[src/hw/rtl/tdp_pkg.sv]
`default_nettype none
package tdp_pkg;

  typedef enum logic [2:0] {
    PH_IDLE   = 3'd0,
    PH_RAMP   = 3'd1,
    PH_CRUISE = 3'd2,
    PH_SLOW   = 3'd3,
    PH_BRAKE  = 3'd4
  } phase_t;

  typedef enum logic [2:0] {
    REG_MIN_SPEED        = 3'd0,
    REG_SPEED_STEP       = 3'd1,
    REG_SLOW_DROP        = 3'd2,
    REG_SHORT_MOVE_LIMIT = 3'd3,
    REG_MIN_RAMP_TICKS   = 3'd4
  } reg_index_t;

  localparam logic KIND_START = 1'b0;
  localparam logic KIND_TICK  = 1'b1;

  localparam logic [1:0] DIR_FORWARD      = 2'd0;
  localparam logic [1:0] DIR_BACKWARD     = 2'd1;
  localparam logic [1:0] DIR_STRAFE_RIGHT = 2'd2;
  localparam logic [1:0] DIR_STRAFE_LEFT  = 2'd3;

  localparam logic [10:0] MIN_SPEED_RESET        = 11'd400;
  localparam logic [7:0]  SPEED_STEP_RESET       = 8'd40;
  localparam logic [10:0] SLOW_DROP_RESET        = 11'd50;
  localparam logic [19:0] SHORT_MOVE_LIMIT_RESET = 20'd200;
  localparam logic [19:0] MIN_RAMP_TICKS_RESET   = 20'd100;

  // exact reciprocals for 20 bit dividends: ceil(2^k / n)
  localparam logic [20:0] RECIP_THREE = 21'd1398102;
  localparam int          SHIFT_THREE = 22;
  localparam logic [20:0] RECIP_FIVE  = 21'd1677722;
  localparam int          SHIFT_FIVE  = 23;

  typedef struct packed {
    logic [10:0] min_speed;
    logic [7:0]  speed_step;
    logic [10:0] slow_drop;
    logic [19:0] short_move_limit;
    logic [19:0] min_ramp_ticks;
  } cfg_t;

  typedef struct packed {
    logic               kind;
    logic [19:0]        distance;
    logic [10:0]        top_speed;
    logic [1:0]         direction;
    logic signed [31:0] position;
  } in_item_t;

  typedef struct packed {
    logic signed [11:0] front_left_speed;
    logic signed [11:0] back_left_speed;
    logic signed [11:0] front_right_speed;
    logic signed [11:0] back_right_speed;
    phase_t             phase;
    logic               finished;
  } result_t;

endpackage
`default_nettype wire

[src/hw/rtl/tdp_regs.sv]
`default_nettype none
module tdp_regs
  import tdp_pkg::*;
(
  input  wire logic        clk,
  input  wire logic        rst,
  input  wire logic        psel,
  input  wire logic        penable,
  input  wire logic        pwrite,
  input  wire logic [4:0]  paddr,
  input  wire logic [31:0] pwdata,
  output logic [31:0]      prdata,
  output cfg_t             cfg
);

  reg_index_t idx;
  logic       wr;

  assign idx = reg_index_t'(paddr[4:2]);
  assign wr  = psel && penable && pwrite;

  always_ff @(posedge clk) begin
    if (rst) begin
      cfg.min_speed        <= MIN_SPEED_RESET;
      cfg.speed_step       <= SPEED_STEP_RESET;
      cfg.slow_drop        <= SLOW_DROP_RESET;
      cfg.short_move_limit <= SHORT_MOVE_LIMIT_RESET;
      cfg.min_ramp_ticks   <= MIN_RAMP_TICKS_RESET;
    end else if (wr) begin
      case (idx)
        REG_MIN_SPEED:        cfg.min_speed        <= pwdata[10:0];
        REG_SPEED_STEP:       cfg.speed_step       <= pwdata[7:0];
        REG_SLOW_DROP:        cfg.slow_drop        <= pwdata[10:0];
        REG_SHORT_MOVE_LIMIT: cfg.short_move_limit <= pwdata[19:0];
        REG_MIN_RAMP_TICKS:   cfg.min_ramp_ticks   <= pwdata[19:0];
        default: ;
      endcase
    end
  end

  always_comb begin
    case (idx)
      REG_MIN_SPEED:        prdata = {21'b0, cfg.min_speed};
      REG_SPEED_STEP:       prdata = {24'b0, cfg.speed_step};
      REG_SLOW_DROP:        prdata = {21'b0, cfg.slow_drop};
      REG_SHORT_MOVE_LIMIT: prdata = {12'b0, cfg.short_move_limit};
      REG_MIN_RAMP_TICKS:   prdata = {12'b0, cfg.min_ramp_ticks};
      default:              prdata = 32'b0;
    endcase
  end

endmodule
`default_nettype wire

[src/hw/rtl/tdp_core.sv]
`default_nettype none
module tdp_core
  import tdp_pkg::*;
(
  input  wire logic     clk,
  input  wire logic     rst,
  input  wire logic     fire,
  input  wire in_item_t item,
  input  wire cfg_t     cfg,
  output result_t       res
);

  phase_t      move_phase, phase_next, ph;
  logic [1:0]  move_mode;
  logic [11:0] ramp_speed, ramp_speed_next;
  logic [10:0] cruise_speed;
  logic [19:0] target_ticks, ramp_end, cruise_end;

  // move setup
  logic [40:0] prod_three, prod_five;
  logic [21:0] triple_d;
  logic [19:0] third, long_ramp, quot_five, ramp_len, cruise_len_end;
  logic [20:0] twice_ramp;

  // tick
  logic signed [32:0] pos_ext, prog;
  logic               below_ramp, below_cruise, below_target, active;
  logic [11:0]        cur_clamp, cur_ramp, min_ext, cruise_ext;
  logic [12:0]        ramp_sum;
  logic signed [12:0] slow_diff;
  logic [11:0]        slow_mag, mag;
  logic signed [11:0] speed;
  logic               brake_zero;

  function automatic result_t wheels(input logic [1:0] mode, input logic signed [11:0] s);
    result_t r;
    r = '0;
    r.front_left_speed  = s;
    r.back_left_speed   = s;
    r.front_right_speed = s;
    r.back_right_speed  = s;
    case (mode)
      DIR_FORWARD: ;
      DIR_BACKWARD: begin
        r.front_left_speed  = -s;
        r.back_left_speed   = -s;
        r.front_right_speed = -s;
        r.back_right_speed  = -s;
      end
      DIR_STRAFE_RIGHT: begin
        r.front_left_speed = -s;
        r.back_right_speed = -s;
      end
      default: begin
        r.back_left_speed   = -s;
        r.front_right_speed = -s;
      end
    endcase
    return r;
  endfunction

  // ramp: short d/3, else max(floor(3d/20), min_ramp_ticks)
  always_comb begin
    prod_three = {21'b0, item.distance} * {20'b0, RECIP_THREE};
    third      = {1'b0, prod_three[40:SHIFT_THREE]};
    triple_d   = {1'b0, item.distance, 1'b0} + {2'b0, item.distance};
    prod_five  = {21'b0, triple_d[21:2]} * {20'b0, RECIP_FIVE};
    quot_five  = {2'b0, prod_five[40:SHIFT_FIVE]};
    long_ramp  = (quot_five < cfg.min_ramp_ticks) ? cfg.min_ramp_ticks : quot_five;
    ramp_len   = (item.distance < cfg.short_move_limit) ? third : long_ramp;
    twice_ramp = {ramp_len, 1'b0};
    cruise_len_end = ({1'b0, item.distance} > twice_ramp) ? item.distance - ramp_len
                                                          : ramp_len;
  end

  // progress measure
  always_comb begin
    pos_ext = {item.position[31], item.position};
    case (move_mode)
      DIR_FORWARD:  prog = pos_ext;
      DIR_BACKWARD: prog = -pos_ext;
      default:      prog = pos_ext[32] ? -pos_ext : pos_ext;
    endcase
    below_ramp   = prog < $signed({13'b0, ramp_end});
    below_cruise = prog < $signed({13'b0, cruise_end});
    below_target = prog < $signed({13'b0, target_ticks});
  end

  // next state with phase fall-through
  always_comb begin
    active = move_phase inside {PH_RAMP, PH_CRUISE, PH_SLOW};
    ph = move_phase;
    if (ph == PH_RAMP && !below_ramp) ph = PH_CRUISE;
    if (ph == PH_CRUISE && !below_cruise) ph = PH_SLOW;
    if (ph == PH_SLOW && !below_target) ph = PH_BRAKE;
    if (item.kind == KIND_START) begin
      phase_next = PH_RAMP;
    end else if (!active || ph == PH_BRAKE) begin
      phase_next = PH_IDLE;
    end else begin
      phase_next = ph;
    end
  end

  // speed magnitudes
  always_comb begin
    min_ext    = {1'b0, cfg.min_speed};
    cruise_ext = {1'b0, cruise_speed};
    cur_clamp  = (ramp_speed > cruise_ext) ? cruise_ext : ramp_speed;
    cur_ramp   = (cur_clamp < min_ext && !prog[32]) ? min_ext : cur_clamp;
    ramp_sum   = {1'b0, cur_ramp} + {5'b0, cfg.speed_step};
    slow_diff  = $signed({2'b0, cruise_speed}) - $signed({2'b0, cfg.slow_drop});
    slow_mag   = (slow_diff < $signed({2'b0, cfg.min_speed})) ? min_ext : slow_diff[11:0];
    if (item.kind == KIND_START) begin
      ramp_speed_next = '0;
    end else if (move_phase == PH_RAMP && below_ramp) begin
      ramp_speed_next = ramp_sum[12] ? 12'hFFF : ramp_sum[11:0];
    end else begin
      ramp_speed_next = ramp_speed;
    end
  end

  // result word
  always_comb begin
    case (ph)
      PH_RAMP:   mag = cur_ramp;
      PH_CRUISE: mag = cruise_ext;
      PH_SLOW:   mag = slow_mag;
      default:   mag = '0;
    endcase
    brake_zero = (move_mode == DIR_STRAFE_RIGHT) || (move_mode == DIR_STRAFE_LEFT);
    speed = (ph == PH_BRAKE) ? -$signed(cruise_ext) : $signed(mag);
    if (item.kind == KIND_START) begin
      res       = '0;
      res.phase = PH_RAMP;
    end else if (!active) begin
      res       = '0;
      res.phase = PH_IDLE;
    end else begin
      res = (ph == PH_BRAKE && brake_zero) ? result_t'('0) : wheels(move_mode, speed);
      res.phase    = ph;
      res.finished = (ph == PH_BRAKE);
    end
  end

  always_ff @(posedge clk) begin
    if (rst) begin
      move_phase   <= PH_IDLE;
      move_mode    <= '0;
      ramp_speed   <= '0;
      cruise_speed <= '0;
      target_ticks <= '0;
      ramp_end     <= '0;
      cruise_end   <= '0;
    end else if (fire) begin
      move_phase <= phase_next;
      ramp_speed <= ramp_speed_next;
      if (item.kind == KIND_START) begin
        move_mode    <= item.direction;
        cruise_speed <= item.top_speed;
        target_ticks <= item.distance;
        ramp_end     <= ramp_len;
        cruise_end   <= cruise_len_end;
      end
    end
  end

  a_start_loads_ramp: assert property (@(posedge clk) disable iff (rst)
    (fire && item.kind == KIND_START) |=> (move_phase == PH_RAMP && ramp_speed == '0))
    else $error("start word did not load ramp phase");

  a_no_stored_brake: assert property (@(posedge clk) disable iff (rst)
    fire |=> (move_phase != PH_BRAKE))
    else $error("brake phase stored as move state");

  a_finished_on_brake: assert property (@(posedge clk) disable iff (rst)
    (fire && res.finished) |=> (move_phase == PH_IDLE))
    else $error("move did not go idle after finishing");

endmodule
`default_nettype wire

[src/hw/rtl/trapezoid_drive_profile_unit.sv]
`default_nettype none
// accepted words wait in the input register; results are registered into m_tdata on advance
// throughput: one word per cycle unless m_tready stalls; each register holds one word
// the per-tick update and the move setup (reciprocal multiplies) sit between those registers
// reset (rst, synchronous): both stages empty, profile idle, config registers at defaults
module trapezoid_drive_profile_unit
  import tdp_pkg::*;
(
  input  wire logic        clk,
  input  wire logic        rst,
  input  wire logic        s_tvalid,
  output logic             s_tready,
  // distance[19:0], top_speed[30:20], direction[32:31], position[64:33], zero pad
  input  wire logic [71:0] s_tdata,
  // kind[0]
  input  wire logic [0:0]  s_tuser,
  output logic             m_tvalid,
  input  wire logic        m_tready,
  // front_left[11:0], back_left[23:12], front_right[35:24], back_right[47:36],
  // phase[50:48], zero pad
  output logic [55:0]      m_tdata,
  // finished
  output logic             m_tlast,
  input  wire logic        psel,
  input  wire logic        penable,
  input  wire logic        pwrite,
  input  wire logic [4:0]  paddr,
  input  wire logic [31:0] pwdata,
  output logic [31:0]      prdata,
  output logic             pready
);

  cfg_t     cfg;
  in_item_t in_item;
  result_t  res;
  logic     in_valid;
  logic     advance;

  assign pready   = 1'b1;
  assign advance  = in_valid && (!m_tvalid || m_tready);
  assign s_tready = !in_valid || advance;

  tdp_regs u_regs (
    .clk     (clk),
    .rst     (rst),
    .psel    (psel),
    .penable (penable),
    .pwrite  (pwrite),
    .paddr   (paddr),
    .pwdata  (pwdata),
    .prdata  (prdata),
    .cfg     (cfg)
  );

  tdp_core u_core (
    .clk  (clk),
    .rst  (rst),
    .fire (advance),
    .item (in_item),
    .cfg  (cfg),
    .res  (res)
  );

  always_ff @(posedge clk) begin
    if (rst) begin
      in_valid <= 1'b0;
    end else if (s_tvalid && s_tready) begin
      in_valid <= 1'b1;
    end else if (advance) begin
      in_valid <= 1'b0;
    end
  end

  always_ff @(posedge clk) begin
    if (s_tvalid && s_tready) begin
      in_item.kind      <= s_tuser[0];
      in_item.distance  <= s_tdata[19:0];
      in_item.top_speed <= s_tdata[30:20];
      in_item.direction <= s_tdata[32:31];
      in_item.position  <= s_tdata[64:33];
    end
  end

  always_ff @(posedge clk) begin
    if (rst) begin
      m_tvalid <= 1'b0;
    end else if (advance) begin
      m_tvalid <= 1'b1;
    end else if (m_tready) begin
      m_tvalid <= 1'b0;
    end
  end

  always_ff @(posedge clk) begin
    if (advance) begin
      m_tdata <= {5'b0, res.phase, res.back_right_speed, res.front_right_speed,
                  res.back_left_speed, res.front_left_speed};
      m_tlast <= res.finished;
    end
  end

  a_full_when_stalled: assert property (@(posedge clk) disable iff (rst)
    !s_tready |-> (in_valid && m_tvalid && !m_tready))
    else $error("input stalled without a blocked result");

  a_advance_fills_output: assert property (@(posedge clk) disable iff (rst)
    advance |=> m_tvalid)
    else $error("result word lost after advance");

  a_last_is_brake: assert property (@(posedge clk) disable iff (rst)
    (m_tvalid && m_tlast) |-> (m_tdata[50:48] == PH_BRAKE))
    else $error("finished word without brake phase");

endmodule
`default_nettype wire

[config.mk]
export PLATFORM = sky130hd
export DESIGN_NAME = trapezoid_drive_profile_unit
export DESIGN_NICKNAME = d
export VERILOG_FILES = /design/src/hw/rtl/tdp_pkg.sv /design/src/hw/rtl/tdp_regs.sv /design/src/hw/rtl/tdp_core.sv /design/src/hw/rtl/trapezoid_drive_profile_unit.sv
export SDC_FILE = /design/constraint.sdc
export NUM_CORES = 2
export LEC_CHECK = 0
export ABC_AREA = 1
export BUFFER_PORTS_ARGS = -buffer_cell sky130_fd_sc_hd__buf_2
export CORE_UTILIZATION = 55
export DETAILED_ROUTE_END_ITERATION = 6
export PLACE_DENSITY = 0.83
export RECOVER_POWER = 100
export REMOVE_ABC_BUFFERS = 1
export SLEW_MARGIN = 20
export SYNTH_ARGS = -nofsm -noshare
export SYNTH_HDL_FRONTEND = slang
export SYNTH_HIERARCHICAL = 1
export SYNTH_SLANG_ARGS = --single-unit
[constraint.sdc]
create_clock -name clk -period 14.7 [get_ports clk]
set_clock_uncertainty 0.2 [all_clocks]
set_input_delay 1.47 -clock clk [delete_from_list [all_inputs] [get_ports clk]]
set_output_delay 1.47 -clock clk [all_outputs]
set_load 0.05 [all_outputs]
# --- After elaboration in Yosys (flattened, before gate mapping) ---
# Cells that the tools add are included.
classes:
  n_addsub: 7
  multipliers: 2
  order_cmp: 9
  eq_ne: 17
  mux: 26
  n_bitwise: 2
  n_reduce_logical: 37
ops:
  columns: ["operator", "count"]
  rows:
  - ["20-bit case mux with 5 select lines", 1]
  - ["33-bit by 21-bit < comparator with 1-bit output", 3]
  - ["12-bit 2-to-1 mux", 8]
  - ["20-bit by 20-bit multiplier with 40-bit output, second input constant", 2]
  - ["33-bit case mux with 2 select lines", 1]
  - ["20-bit 2-to-1 mux", 3]
  - ["12-bit case mux with 3 select lines", 1]
  - ["33-bit 2-to-1 mux", 1]
  - ["32-bit negation with 33-bit output", 1]
  - ["3-bit by 2-bit == test with 1-bit output, second input constant", 8]
  - ["24-bit 2-to-1 mux", 1]
  - ["21-bit by 20-bit adder with 22-bit output", 1]
  - ["20-bit by 21-bit greater-than comparator with 1-bit output", 1]
  - ["18-bit by 20-bit < comparator with 1-bit output", 1]
  - ["20-bit < comparator", 1]
  - ["20-bit subtractor", 1]
  - ["2-bit AND reduction", 8]
  - ["3-bit 2-to-1 mux", 5]
  - ["12-bit by 8-bit adder with 13-bit output", 1]
  - ["13-bit by 12-bit < comparator with 1-bit output", 1]
  - ["12-bit by 11-bit greater-than comparator with 1-bit output", 1]
  - ["12-bit by 11-bit < comparator with 1-bit output", 1]
  - ["11-bit negation with 12-bit output", 1]
  - ["12-bit negation", 1]
  - ["18 further kinds", 46]
word_totals:
  ff_bits: 278
  in_bits: 117
  output_inout_bits: 92
  word_cells: 123

# --- Longest topological paths before layout ---
logic_depth:
  ltp_word: 18
  depth_mapped: 85
  ltp_nobuf: 84

# --- Cells and area by module ---
# Netlist, hierarchy kept.
by_module_without_submodules:
  columns: ["module", "instances", "cells_each", "area_per_inst_um2", "seq_area_each_um2"]
  rows:
  - ["tdp_core", 1, 3980, 28383.5, 1761.7]
  - ["trapezoid_drive_profile_unit", 1, 138, 3687.3, 3583.4]
  - ["tdp_regs", 1, 563, 3533.4, 1401.3]

# --- Worst setup path after synthesis ---
# No wires, ideal clock.
synth_path:
  kind: "register to register"
  from: "register in_item[48] (netlist bit)"
  to: "register u_core.cruise_end[4]"
  setup_time_ns: 0.132
  t_arrival_ns: 11.673
  required_time_ns: 14.368
  setup_slack_ns: 2.695
  stages_incl_launch_ff: 77
  path_buffers: 4
  period_less_slack_ns: 12.005
  cell_sequence: "edfxtp_1 -> ha_1 -> a21oi_1 -> nand2_1 -> a21oi_2 -> o21bai_2 -> a21oi_2 -> o21bai_2 -> nand2_1 -> nand2_1 -> nand2_1 -> nand2_2 -> nand2_2 -> nand2_2 -> nand2_1 -> nand2_2 -> nand2_2 -> nand2_2 -> (+41 left out) -> buf_6 -> clkbuf_1 -> o21ai_0 -> o21ai_0 -> ha_1 -> nand2_1 -> nor2_1 -> inv_1 -> nor2_1 -> nand4_1 -> nor2_1 -> nand3_1 -> nand2_1 -> buf_4 -> buf_6 -> nand3_1 -> nand3_1 -> a21oi_1"
synth_via:
  elab_chain_cells: 7
synth_lines:
  columns: ["element", "line_no", "text"]
  rows:
  - ["start, declared", "trapezoid_drive_profile_unit.sv:34", "in_item_t in_item;"]
  - ["21-bit by 20-bit adder with 22-bit output", "tdp_core.sv:66", "triple_d = {1'b0, item.distance, 1'b0} + {2'b0, item.distance};"]
  - ["20-bit by 20-bit multiplier with 40-bit output", "tdp_core.sv:67", "prod_five = {21'b0, triple_d[21:2]} * {20'b0, RECIP_FIVE};"]
  - ["18-bit by 20-bit < comparator with 1-bit output", "tdp_core.sv:69", "long_ramp = (quot_five < cfg.min_ramp_ticks) ? cfg.min_ramp_ticks : quot_five;"]
  - ["20-bit 2-to-1 mux", "tdp_core.sv:69", null]
  - ["20-bit 2-to-1 mux", "tdp_core.sv:70", "ramp_len = (item.distance < cfg.short_move_limit) ? third : long_ramp;"]
  - ["20-bit subtractor / 20-bit by 21-bit greater-than comparator with 1-bit output (equally long branches)", "tdp_core.sv:72", "cruise_len_end = ({1'b0, item.distance} > twice_ramp) ? item.distance - ramp_len"]
  - ["20-bit 2-to-1 mux (*)", "tdp_core.sv:72", null]
  - ["end signal, assigned", "tdp_core.sv:163", "cruise_end <= cruise_len_end;"]
  - ["end, declared", "tdp_core.sv:17", "logic [19:0] target_ticks, ramp_end, cruise_end;"]
# Mark *: on every way between the ends. The rest lies on a longest branch, timed or not.
# A chain may end at the register's enable or synchronous reset.

# --- Final worst setup path ---
layout_path:
  from: "register in_item[47] (netlist bit)"
  to: "register u_core.cruise_end[18]"
# Same word-level chain as after synthesis.

==> flow_summary_export.csv <==
group,metric,value,unit
logic_synthesis,ys_types,63,
layout,multi_input_area,24620,µm²
placement,gp_congestion,0.9826,
layout,regArea,6746,µm²
clock_tree,cts_tree,"built",
logic_synthesis,syn_avg_cell_area,7.606,µm²
routing,drt-total-wl,101.7,mm
layout,fillCellCount,5663,
clock_tree,cts_buffer_depth,3,
setup_path,cp_slowest_cell,"edfxtp_1",
clock_tree,insertion_delay,0.60,ns
routing,dr.pass1.iters,7,
setup_path,worstPathRequired,14.95,ns
routing,drc,0,
placement,dp_hpwl,82.05,mm
min_path,hold_path_depth,2,
timing,timing.final.crit_share,94.64,%
die,io_pins,209,
logic_synthesis,synth_top_area_share,20.07,%
grt,grt_max_degree,74,
status,failed_checks,"max-capacitance violations, max-slew violations",
logic_synthesis,yosys.area.top_type,"ha_1",
setup_path,worstSetupPathType,"flop to flop",
routing,antenna_left,0,
logic_synthesis,ys_warn_count,6,
clock_tree,cts.repair.resized,0,
logic_synthesis,synth_edf_count,118,
die,dieArea,65760,µm²
layout,areaGrowthSynthToFinish,6.463,%
logic_synthesis,ys_ff_latch,278,
logic_synthesis,yosys.area_share.simple,20.44,%
logic_synthesis,synth-xor-area-share,2.875,%
timing,fin_crit,13.91,ns
clock_tree,h-tree-depth,1,
setup_path,worstPathArrival,14.16,ns
grt,grt-ovfl-total,0,
setup_path,cp-start-kind,"flop",
logic_synthesis,synthTopCellsByArea,"ha_1, fa_1, edfxtp_1",
logic_synthesis,synthAdderAreaFrac,35.25,%
logic_synthesis,synth-main-ff-cell,"dfxtp_1",
clock_tree,post_cts_buffers,0,
clock_tree,path_clk_slew,0.08,ns
logic_synthesis,synthCells,4681,
grt,grt_pass1_vias,30210,
clock_tree,cts.sinks,278,
timing,fmax,0.07188,GHz
setup_path,cp_max_fo,19,
timing,tns,0,ns
placement,io_buffers,169,
logic_synthesis,ys_seq_area_share,18.95,%
logic_synthesis,async_reset_ff_share,0,%
clock_tree,numCtsBuffers,30,
routing,drtIter0Drc,3385,
layout,layout-drive-gt1-share,5.249,%
grt,antenna_found_initial,2,
layout,nNetsFinal,5754,
grt,groute.usage.overall,30.62,%
routing,vias,31720,
die,die_w,256.4,µm
routing,via_per_inst,5.597,
run,cap_violations,4,
clock_tree,hold_buffers,0,
setup_path,crit_top_cell,"nand2_1",
routing,wl_per_cell,17.94,µm
grt,grt_pass1_wl,161.0,mm
setup_path,reg2reg_depth,74,
logic_synthesis,netlist_area,35600,µm²
timing,setup_viol,0,
logic_synthesis,synthMuxAreaShare,0,%
clock_tree,clock-root-buffer,"clkbuf_16",
die,core,63540,µm²
setup_path,end_kind,"flop",
timing,hold_viol,0,
timing,slew_viol_final,245,
logic_synthesis,synth_top_family_by_area,"adder cells",
min_path,hp-class,"flop to flop",
setup_path,critPathMaxStageDelay,0.59,ns
logic_synthesis,synth_compound_area_share,10.48,%
die,rows,92,
timing,rsz0062_at_grt,"no",
die,die_y,256.4,µm
timing,tightestPinTransition,3.961,ns
status,status,"finished, violations left",
timing,timing.slew.headroom,-164.1,%
die,start_util,56.03,%
path summary, 6_finish.rpt:
kind | slack [ns] | to | from
worst min register to register | 0.27 | u_core/cruise_end[6] | u_core/cruise_end[6]
worst min-delay path | 0.27 | u_core/cruise_end[6] | u_core/cruise_end[6]
worst max-delay path | 0.79 | u_core/cruise_end[18] | in_item[47]
worst max register to register | 0.79 | u_core/cruise_end[18] | in_item[47]
worst max-delay path, delay by kind of cell (launching register included):
| family | cells | cell delay (ns) |
|---|---|---|
| AOI/OAI and AO/OA | 14 | 2.63 |
| adders and majority gates | 11 | 4.59 |
| DFF | 1 | 0.59 |
| and+or+nand+nor | 37 | 4.33 |
| xor gates and xnor gates | 2 | 0.45 |
| buffers and inverters | 10 | 0.95 |
layer usage:
layer | wire length (µm) | vias up | global-route usage [%] | part of all wire, %
li1 | - | 15230 | - | -
met1 | 42520 | 14830 | 41.71 | 42
met2 | 46320 | 1435 | 49.87 | 46
met3 | 8628 | 234 | 3.420 | 8.5
met4 | 4192 | 0 | 11.76 | 4.1
met5 | 0 | - | 0 | 0
cells by family (layout without fill, tap and decap cells):
kind of cell             Yosys count  count (layout)
AND/OR/NAND/NOR                 1705            1705
buffers and inverters           1061            1185
AO/OA/AOI/OAI                    677             677
adder cells (fa/ha/maj)          841             841
XOR/XNOR                         116             116
flip-flops                       278             278
other                              3              20
registers in the layout, indices dropped and copies added (netlist names), 11 cells and up:
register and cells:
u_core/cruise_speed 11, u_core/target_ticks 20, m_tdata 51, u_core/cruise_end 20, u_core/ramp_speed 12, in_item 66, u_core/ramp_end 20, u_regs/cfg 70
area by class of cell:
class | count | area share (%)
antenna | 2 | 0.01320
clock buffer | 34 | 2.020
clock inverter | 22 | 0.6206
inverter | 924 | 9.157
multi-input combinational | 3357 | 64.96
sequential | 278 | 17.80
tap | 846 | 2.793
timing repair buffer | 205 | 2.637
Yosys cell counts, types with 4 or more instances:
cell	n
fa_1	270
a21oi_1	303
o21bai_1	20
or2_2	13
xor2_1	91
nand3_1	283
inv_2	10
nand2_1	903
buf_2	15
a31oi_1	12
nand3_2	11
clkbuf_1	52
o21ai_0	244
a21o_1	22
nand3b_1	9
a21oi_2	4
buf_4	55
nor2_1	345
o211ai_1	8
a211oi_1	11
nor3_1	30
o21a_1	8
buf_6	7
buf_1	8
ha_1	571
nor2_2	17
nand4_1	47
o22ai_1	5
dfxtp_1	160
nand2_2	17
xnor2_1	24
nand2_4	6
o2111ai_1	6
clkinv_1	4
inv_1	909
edfxtp_1	118
a21boi_0	4
o21ai_1	10
nor4_1	11
placed cells by master, fill, tap and decap left out, drive strengths merged, types with 21 or more instances in the layout:
master / Yosys / final
xnor2: 24 / 24
a21o: 22 / 22
o21bai: 22 / 22
buf: 85 / 124
nand2: 926 / 926
nor2: 364 / 364
clkbuf: 52 / 115
inv: 920 / 918
a21oi: 308 / 308
nor3: 31 / 31
xor2: 92 / 92
o21ai: 257 / 257
fa: 270 / 270
ha: 571 / 571
edfxtp: 118 / 118
clkinv: 4 / 21
nand3: 294 / 294
dfxtp: 160 / 160
nand4: 48 / 48
metrics by stage:
step                      util [%]  cell area (µm²)  std cells  setup slack, ns  hold slack (ns)
after global routing         59.65            37910       5668          0.03148           0.2849
final                        59.65            37910       5668           0.7886           0.2691
after global placement       58.33            37060       5610            1.145           0.2555
after detailed placement     58.33            37060       5610           0.9424           0.2591
after CTS                    59.90            38060       5666           0.8929           0.2681
after floorplan                  -            34870       4559            2.306           0.2360
Power is left out: the tool's default activity adds up to more than one toggle a clock period on the data nets, which glitch-free logic cannot reach.
